`src/hw/rtl/mup_pkg.sv`:
```
// shared types, codes and constants for the midi uart port block
package mup_pkg;

  localparam int QUEUE_DEPTH_DEF = 16;

  typedef enum logic [1:0] {
    REQ_READ  = 2'd0,
    REQ_WRITE = 2'd1,
    REQ_MIDI  = 2'd2,
    REQ_TXRDY = 2'd3
  } req_t;

  localparam logic PORT_DATA = 1'b0;
  localparam logic PORT_CMD  = 1'b1;

  localparam logic [7:0] CMD_ENTER_UART = 8'h3f;
  localparam logic [7:0] CMD_RESET      = 8'hff;
  localparam logic [7:0] ACK_BYTE       = 8'hfe;
  localparam logic [7:0] EMPTY_READ     = 8'hff;

  // status byte bit positions
  localparam int STAT_TX_FULL_BIT  = 6;
  localparam int STAT_RX_EMPTY_BIT = 7;

  // operation requested of one fifo for one transaction
  typedef struct packed {
    logic       clr;
    logic       push;
    logic       pop;
    logic [7:0] wdata;
  } fifo_op_t;

  // fifo status toward the controller, from registered state only
  typedef struct packed {
    logic full;
    logic empty;
    logic one_left;
  } fifo_stat_t;

  // per-transaction result info held until the fifo read data arrives
  typedef struct packed {
    logic       rx_pop;
    logic       tx_pop;
    logic [7:0] rd_const;
    logic       drop;
    logic       irq;
  } res_t;

endpackage

```
`src/hw/rtl/mup_fifo.sv`:
```
// byte fifo with clear, push, pop and a registered read port
module mup_fifo import mup_pkg::*; #(
  parameter int DEPTH = QUEUE_DEPTH_DEF
) (
  input  logic       clk,
  input  logic       rst_n,
  input  logic       en,
  input  fifo_op_t   op,
  output fifo_stat_t stat,
  output logic [7:0] rdata
);

  localparam int AW = (DEPTH > 1) ? $clog2(DEPTH) : 1;
  localparam int FW = $clog2(DEPTH + 1);
  localparam int SW = FW + 1;

  logic [7:0]    mem [DEPTH];
  logic [AW-1:0] head_r, head_nxt;
  logic [FW-1:0] fill_r, fill_nxt;
  logic [7:0]    rdata_r;

  logic [AW-1:0] base_head;
  logic [FW-1:0] base_fill;
  logic [SW-1:0] wsum;
  logic [AW-1:0] wptr;
  logic          do_push;

  // a clear in the same transaction restarts the fifo before the push
  assign base_head = op.clr ? '0 : head_r;
  assign base_fill = op.clr ? '0 : fill_r;

  assign wsum = SW'(base_head) + SW'(base_fill);
  assign wptr = (wsum >= SW'(DEPTH)) ? AW'(wsum - SW'(DEPTH)) : AW'(wsum);

  assign do_push = op.push && (base_fill != FW'(DEPTH));

  always_comb begin
    head_nxt = base_head;
    fill_nxt = base_fill;
    if (do_push) begin
      fill_nxt = base_fill + FW'(1);
    end else if (op.pop && (base_fill != '0)) begin
      head_nxt = (base_head == AW'(DEPTH - 1)) ? '0 : base_head + AW'(1);
      fill_nxt = base_fill - FW'(1);
    end
  end

  assign stat.full     = (fill_r == FW'(DEPTH));
  assign stat.empty    = (fill_r == '0);
  assign stat.one_left = (fill_r == FW'(1));

  always_ff @(posedge clk) begin
    if (!rst_n) begin
      head_r <= '0;
      fill_r <= '0;
    end else if (en) begin
      head_r <= head_nxt;
      fill_r <= fill_nxt;
    end
  end

  always_ff @(posedge clk) begin
    if (en && do_push) begin
      mem[wptr] <= op.wdata;
    end
  end

  always_ff @(posedge clk) begin
    if (en) begin
      rdata_r <= mem[head_r];
    end
  end

  assign rdata = rdata_r;

endmodule

```
`src/hw/rtl/mup_ctrl.sv`:
```
// request decode, command handling and uart mode flag
module mup_ctrl import mup_pkg::*; (
  input  logic       clk,
  input  logic       rst_n,
  input  logic       accept,
  input  logic [1:0] req_type,
  input  logic       port,
  input  logic [7:0] byte_in,
  input  logic       irq_enable,
  input  fifo_stat_t tx_stat,
  input  fifo_stat_t rx_stat,
  output fifo_op_t   tx_op,
  output fifo_op_t   rx_op,
  output res_t       res
);

  logic uart_mode_r, uart_mode_nxt;
  req_t req;

  assign req = req_t'(req_type);

  always_comb begin
    tx_op         = '0;
    rx_op         = '0;
    res           = '0;
    uart_mode_nxt = uart_mode_r;
    unique case (req)
      REQ_READ: begin
        if (port == PORT_DATA) begin
          if (!rx_stat.empty) begin
            rx_op.pop  = 1'b1;
            res.rx_pop = 1'b1;
          end else begin
            res.rd_const = EMPTY_READ;
          end
        end else begin
          res.rd_const[STAT_TX_FULL_BIT]  = tx_stat.full;
          res.rd_const[STAT_RX_EMPTY_BIT] = rx_stat.empty;
        end
      end
      REQ_WRITE: begin
        if (port == PORT_DATA) begin
          if (uart_mode_r) begin
            if (tx_stat.full) begin
              res.drop = 1'b1;
            end else begin
              tx_op.push  = 1'b1;
              tx_op.wdata = byte_in;
            end
          end
        end else if (uart_mode_r) begin
          if (byte_in == CMD_RESET) begin
            tx_op.clr     = 1'b1;
            rx_op.clr     = 1'b1;
            uart_mode_nxt = 1'b0;
          end
        end else begin
          if (byte_in == CMD_RESET) begin
            tx_op.clr = 1'b1;
            rx_op.clr = 1'b1;
          end
          if ((byte_in == CMD_RESET) || !rx_stat.full) begin
            rx_op.push  = 1'b1;
            rx_op.wdata = ACK_BYTE;
          end else begin
            res.drop = 1'b1;
          end
          if (byte_in == CMD_ENTER_UART) begin
            uart_mode_nxt = 1'b1;
          end
        end
      end
      REQ_MIDI: begin
        if (uart_mode_r) begin
          if (rx_stat.full) begin
            res.drop = 1'b1;
          end else begin
            rx_op.push  = 1'b1;
            rx_op.wdata = byte_in;
          end
        end
      end
      REQ_TXRDY: begin
        if (!tx_stat.empty) begin
          tx_op.pop  = 1'b1;
          res.tx_pop = 1'b1;
        end
      end
      default: begin
        res = '0;
      end
    endcase
    // interrupt level reflects the receive fifo after this transaction
    res.irq = irq_enable &&
              (rx_op.push ||
               (!rx_op.clr && !rx_stat.empty && !(rx_op.pop && rx_stat.one_left)));
  end

  always_ff @(posedge clk) begin
    if (!rst_n) begin
      uart_mode_r <= 1'b0;
    end else if (accept) begin
      uart_mode_r <= uart_mode_nxt;
    end
  end

endmodule

```
`src/hw/rtl/midi_uart_port_with_fifos.sv`:
```
// top level: midi uart port with transmit and receive fifos
// A two-port midi interface in uart mode. Each input transaction is a host
// read, a host write, a received midi byte or a transmitter-ready event, and
// each produces exactly one result transaction carrying the host read byte,
// an optional outgoing midi byte, the interrupt level and a dropped flag.
// The block takes one transaction per cycle unless the result side stalls;
// a result waits in stage 1 for the fifo memories' registered read port,
// then in the output register. Fifo pointers, fill counts and the uart mode
// flag update at the accepting edge, so back-to-back transactions see each
// other's effects. A stall on the result side backs up through one holding
// stage before in_ready drops. irq_enable is written through the cfg port,
// by the user only while no transaction is in flight, unchecked by the block.
module midi_uart_port_with_fifos import mup_pkg::*; #(
  parameter int QUEUE_DEPTH = QUEUE_DEPTH_DEF
) (
  input  logic       clk,
  input  logic       rst_n,
  // input channel
  input  logic       in_valid,
  output logic       in_ready,
  input  logic [1:0] in_req_type,
  input  logic       in_port,
  input  logic [7:0] in_byte_in,
  // result channel
  output logic       out_valid,
  input  logic       out_ready,
  output logic [7:0] out_read_data,
  output logic       out_midi_out_valid,
  output logic [7:0] out_midi_out_byte,
  output logic       out_irq_level,
  output logic       out_dropped,
  // configuration
  input  logic       cfg_wr_en,
  input  logic       cfg_wr_data
);

  logic       irq_enable_r;
  logic       accept;
  fifo_op_t   tx_op, rx_op;
  fifo_stat_t tx_stat, rx_stat;
  logic [7:0] tx_rdata, rx_rdata;
  res_t       res;

  // stage 1: decoded result info waiting on the fifo read data
  logic       s1_valid_r;
  res_t       s1_res_r;
  // stage 2: output register
  logic       out_valid_r;
  logic [7:0] read_data_r;
  logic       midi_out_valid_r;
  logic [7:0] midi_out_byte_r;
  logic       irq_level_r;
  logic       dropped_r;
  logic       out_load;

  // stage 1 holds a result and the output register is free or being emptied this cycle
  assign out_load = s1_valid_r && (!out_valid_r || out_ready);
  assign in_ready = !s1_valid_r || out_load;
  assign accept   = in_valid && in_ready;

  // config register
  always_ff @(posedge clk) begin
    if (!rst_n) begin
      irq_enable_r <= 1'b0;
    end else if (cfg_wr_en) begin
      irq_enable_r <= cfg_wr_data;
    end
  end

  mup_ctrl u_ctrl (
    .clk        (clk),
    .rst_n      (rst_n),
    .accept     (accept),
    .req_type   (in_req_type),
    .port       (in_port),
    .byte_in    (in_byte_in),
    .irq_enable (irq_enable_r),
    .tx_stat    (tx_stat),
    .rx_stat    (rx_stat),
    .tx_op      (tx_op),
    .rx_op      (rx_op),
    .res        (res)
  );

  // transmit queue
  mup_fifo #(.DEPTH(QUEUE_DEPTH)) u_tx_fifo (
    .clk   (clk),
    .rst_n (rst_n),
    .en    (accept),
    .op    (tx_op),
    .stat  (tx_stat),
    .rdata (tx_rdata)
  );

  // receive queue, also carries the command acknowledge
  mup_fifo #(.DEPTH(QUEUE_DEPTH)) u_rx_fifo (
    .clk   (clk),
    .rst_n (rst_n),
    .en    (accept),
    .op    (rx_op),
    .stat  (rx_stat),
    .rdata (rx_rdata)
  );

  // stage 1 control
  always_ff @(posedge clk) begin
    if (!rst_n) begin
      s1_valid_r <= 1'b0;
    end else if (accept) begin
      s1_valid_r <= 1'b1;
    end else if (out_load) begin
      s1_valid_r <= 1'b0;
    end
  end

  // stage 1 payload, held while stalled since no new accept happens
  always_ff @(posedge clk) begin
    if (accept) begin
      s1_res_r <= res;
    end
  end

  // stage 2 control
  always_ff @(posedge clk) begin
    if (!rst_n) begin
      out_valid_r <= 1'b0;
    end else if (out_load) begin
      out_valid_r <= 1'b1;
    end else if (out_ready) begin
      out_valid_r <= 1'b0;
    end
  end

  // stage 2 payload: merge fifo read data with the decoded info
  always_ff @(posedge clk) begin
    if (out_load) begin
      read_data_r      <= s1_res_r.rx_pop ? rx_rdata : s1_res_r.rd_const;
      midi_out_valid_r <= s1_res_r.tx_pop;
      midi_out_byte_r  <= s1_res_r.tx_pop ? tx_rdata : 8'h00;
      irq_level_r      <= s1_res_r.irq;
      dropped_r        <= s1_res_r.drop;
    end
  end

  assign out_valid          = out_valid_r;
  assign out_read_data      = read_data_r;
  assign out_midi_out_valid = midi_out_valid_r;
  assign out_midi_out_byte  = midi_out_byte_r;
  assign out_irq_level      = irq_level_r;
  assign out_dropped        = dropped_r;

endmodule
```
`config.mk`:
```
export PLATFORM = sky130hd
export DESIGN_NAME = midi_uart_port_with_fifos
export DESIGN_NICKNAME = d
export VERILOG_FILES = /design/src/hw/rtl/mup_pkg.sv /design/src/hw/rtl/mup_fifo.sv /design/src/hw/rtl/mup_ctrl.sv /design/src/hw/rtl/midi_uart_port_with_fifos.sv
export SDC_FILE = /design/constraint.sdc
export NUM_CORES = 1
export LEC_CHECK = 0
export ABC_CLOCK_PERIOD_IN_PS = 4050
export BUFFER_PORTS_ARGS = -buffer_cell sky130_fd_sc_hd__buf_2
export CAP_MARGIN = 15
export CORE_MARGIN = 3
export CORE_UTILIZATION = 41
export CTS_CLUSTER_SIZE = 40
export DETAILED_ROUTE_END_ITERATION = 12
export GPL_TIMING_DRIVEN = 0
export PLACE_DENSITY_LB_ADDON = 0.1
export SLEW_MARGIN = 20
export SYNTH_ARGS = -nofsm -noshare
export SYNTH_HDL_FRONTEND = slang
export SYNTH_HIERARCHICAL = 1
export SYNTH_SLANG_ARGS = --single-unit
```
`constraint.sdc`:
```
create_clock -name clk -period 4.05 [get_ports clk]
set_input_delay 0 -clock clk [delete_from_list [all_inputs] [get_ports clk]]
set_output_delay 0 -clock clk [all_outputs]
set_load 0.02 [all_outputs]
```
==> results.cfg <==
[sta]
setup_viol = 0
relSlewSlack = 0.187
finalCritPeriodShare = 0.980
worst-slew-pin-transition_ns = 1.21
fin_crit_ns = 3.97
fin_skew_ns = 0.0153
fin_tns_setup_ns = 0
max_freq_mhz = 252
rsz0062_at_grt = true
final-hold-violation-count = 0
timing.final.max_slew_violations = 0

[final_layout]
seq_area_um2 = 9540
multiInputGateArea_um2 = 4390
fin_nets = 924
area_delta_synth_final_pct = 16.0
drive_gt1_frac = 0.258
diodes = 0
num-fill-cells = 2813
postLayoutCellArea_um2 = 16400

[worst_setup_path]
worstRegToRegCells = 10
r2r_slack_ns = 0.23
r2r_start = u_tx_fifo/fill_r[3]
cp.arrival_ns = 4.10
cp_max_fo = 10
end_kind = flip-flop
crit_type = primary input to flip-flop
required_ns = 4.18
startpoint_type = primary input
rr_endpoint = u_tx_fifo/mem[5][1]

[logic_synthesis]
ys_warn_count = 6
syn_area_per_cell_um2 = 17.6
syn-num-nets = 834
synthCells = 803
synth_area_um2 = 14200

[min_path]
min_from = in_byte_in[3]
min_path_cells = 2
hp-class = primary input to flip-flop
min_to = u_tx_fifo/mem[4][3]

[detailed_routing]
wl_met1_um = 13900
top_layer = met4
wl_per_cell_um = 23.0
via_count = 7730
drc = 0
dr.pass1.iters = 5
route.met3.wl_um = 1950
wirelength_um = 31500
ant_nets = 0
dr_wl_met2_um = 15100
drt-vias-per-instance = 5.65
drt-initial-drc-count = 560

[cts]
max-clock-path-buffers = 3
root_buffer = clkbuf_16
clock_sinks = 325
clk_latency_ns = 0.51
clk_pin_slew_ns = 0.06
htreeDepth = 2
cts_buffers = 35
cts_tree = done

[grt]
overflow = 0
antenna_found_initial = 1
grt_max_degree = 24
track_usage = 0.177
grt_pass1_vias = 7921
grt_pass1_wl_um = 48500

[die]
die-area_um2 = 36800
core_area_um2 = 33800
io_pins = 38
start_util = 0.419
die_height_um = 192
core.rowCount = 67
die_w_um = 192

[pwr]
powerDensity_nw_per_um2 = 417
power_w = 0.00685
max-vdd-ir-drop_mv = 0.274
power_leakage_nw = 5.67

[placement]
place_area_um2 = 15000
portBuffers = 36
finalWeightedCongestion = 0.849
dp_hpwl_um = 21700

[flow_run]
cap_violations = 0

[status]
outcome = completed
-- worst max-delay path by stage --
stage | from | to | slack, ns
finish | in_byte_in[2] | u_rx_fifo/mem[3][2] | 0.08
floorplan | in_byte_in[3] | u_rx_fifo/mem[4][0] | 0.34
CTS | in_byte_in[2] | u_rx_fifo/mem[13][1] | -0.04
global route | in_byte_in[1] | u_rx_fifo/mem[7][1] | -0.18
detailed placement | in_byte_in[2] | u_rx_fifo/mem[9][1] | -0.58
global placement | in_byte_in[1] | u_rx_fifo/mem[1][2] | -0.72
-- cells in the final DEF, fill, tap and decap left out, types with 4 or more instances in the layout --
cell type,instances
and2_1,18
nor3_1,7
nand2_1,37
dlygate4sd3_1,11
nor2_1,17
nor2_4,4
nand3b_1,5
o21ai_0,7
inv_1,19
o21a_1,13
mux2_4,8
xor2_1,4
buf_1,4
buf_4,11
ha_1,14
mux4_1,24
buf_2,49
buf_6,5
buf_12,5
nand3_1,17
nand4_1,11
edfxtp_1,303
o211ai_1,8
clkbuf_8,4
clkbuf_16,36
o21ai_1,4
dfxtp_1,22
nor4b_1,4
nor3_4,4
clkinv_1,6
nor2b_1,10
a21oi_1,14
nand2b_1,5
a21oi_2,5
nor3_2,12
mux2i_1,5
clkbuf_1,25
mux4_2,56
-- critical path, stage by stage --
cell       delay [ns]
buf_2            0.15
nand4_1          0.19
or3_4            0.41
nor2_1           0.18
clkbuf_1         0.40
buf_2            0.35
and2b_1          0.29
ha_1             0.23
maj3_2           0.32
maj3_2           0.36
xnor2_4          0.34
o2111ai_2        0.20
nor2_1           0.68
-- area by class of cell --
| class | instances | share of cell area |
|---|---|---|
| well taps | 448 | 0.0341 |
| inverters | 20 | 0.00457 |
| repair buffers | 53 | 0.0251 |
| clock inverters | 15 | 0.00731 |
| clock buffers | 49 | 0.0602 |
| multi-input cells | 404 | 0.267 |
| flip-flops and latches | 325 | 0.581 |
| plain buffers | 54 | 0.0208 |
-- layer usage --
layer  GRT usage  up-vias
met3      0.0383       36
met2       0.285      230
met1       0.249     4017
met4      0.0378        0
li1            -     3447
met5           0        -
-- per-stage QoR --
stage               setup slack (ns)  instances  utilization  hold WS (ns)
finish                        0.0807       1368        0.486        0.0930
global placement              -0.725       1287        0.441         0.265
floorplan                      0.336        803            -         0.118
detailed placement            -0.579       1289        0.445         0.276
global route                  -0.185       1368        0.486         0.107
CTS                          -0.0419       1364        0.482        0.0587
-- power by group --
part | internal, W | switching (W) | total [W]
Sequential | 0.00366 | 0.00000832 | 0.00367
Combinational | 0.0000591 | 0.0000942 | 0.000153
Clock | 0.00178 | 0.00125 | 0.00303
Total | 0.00550 | 0.00135 | 0.00685
-- timing repair --
| action | 4_1_cts | 5_1_grt |
|---|---|---|
| gates resized for setup | 3 | 14 |
| buffers inserted | 0 | 4 |
| endpoints found under the setup margin | 40 | 160 |
| pin swaps | 0 | 4 |
| hold buffers | 11 | 0 |
| endpoints found under the hold margin | 17 | 0 |
-- registers in the layout, indices dropped and copies added, names as in the netlist, 4 cells and up --
signal             cells
s1_res_r              12
u_rx_fifo/head_r       4
out_read_data          8
out_midi_out_byte      8
u_tx_fifo/mem        128
u_rx_fifo/mem        128
u_rx_fifo/rdata        8
u_rx_fifo/fill_r       5
u_tx_fifo/fill_r       5
u_tx_fifo/rdata        8
u_tx_fifo/head_r       4
Note: power is estimated with default switching activity, not from simulation.
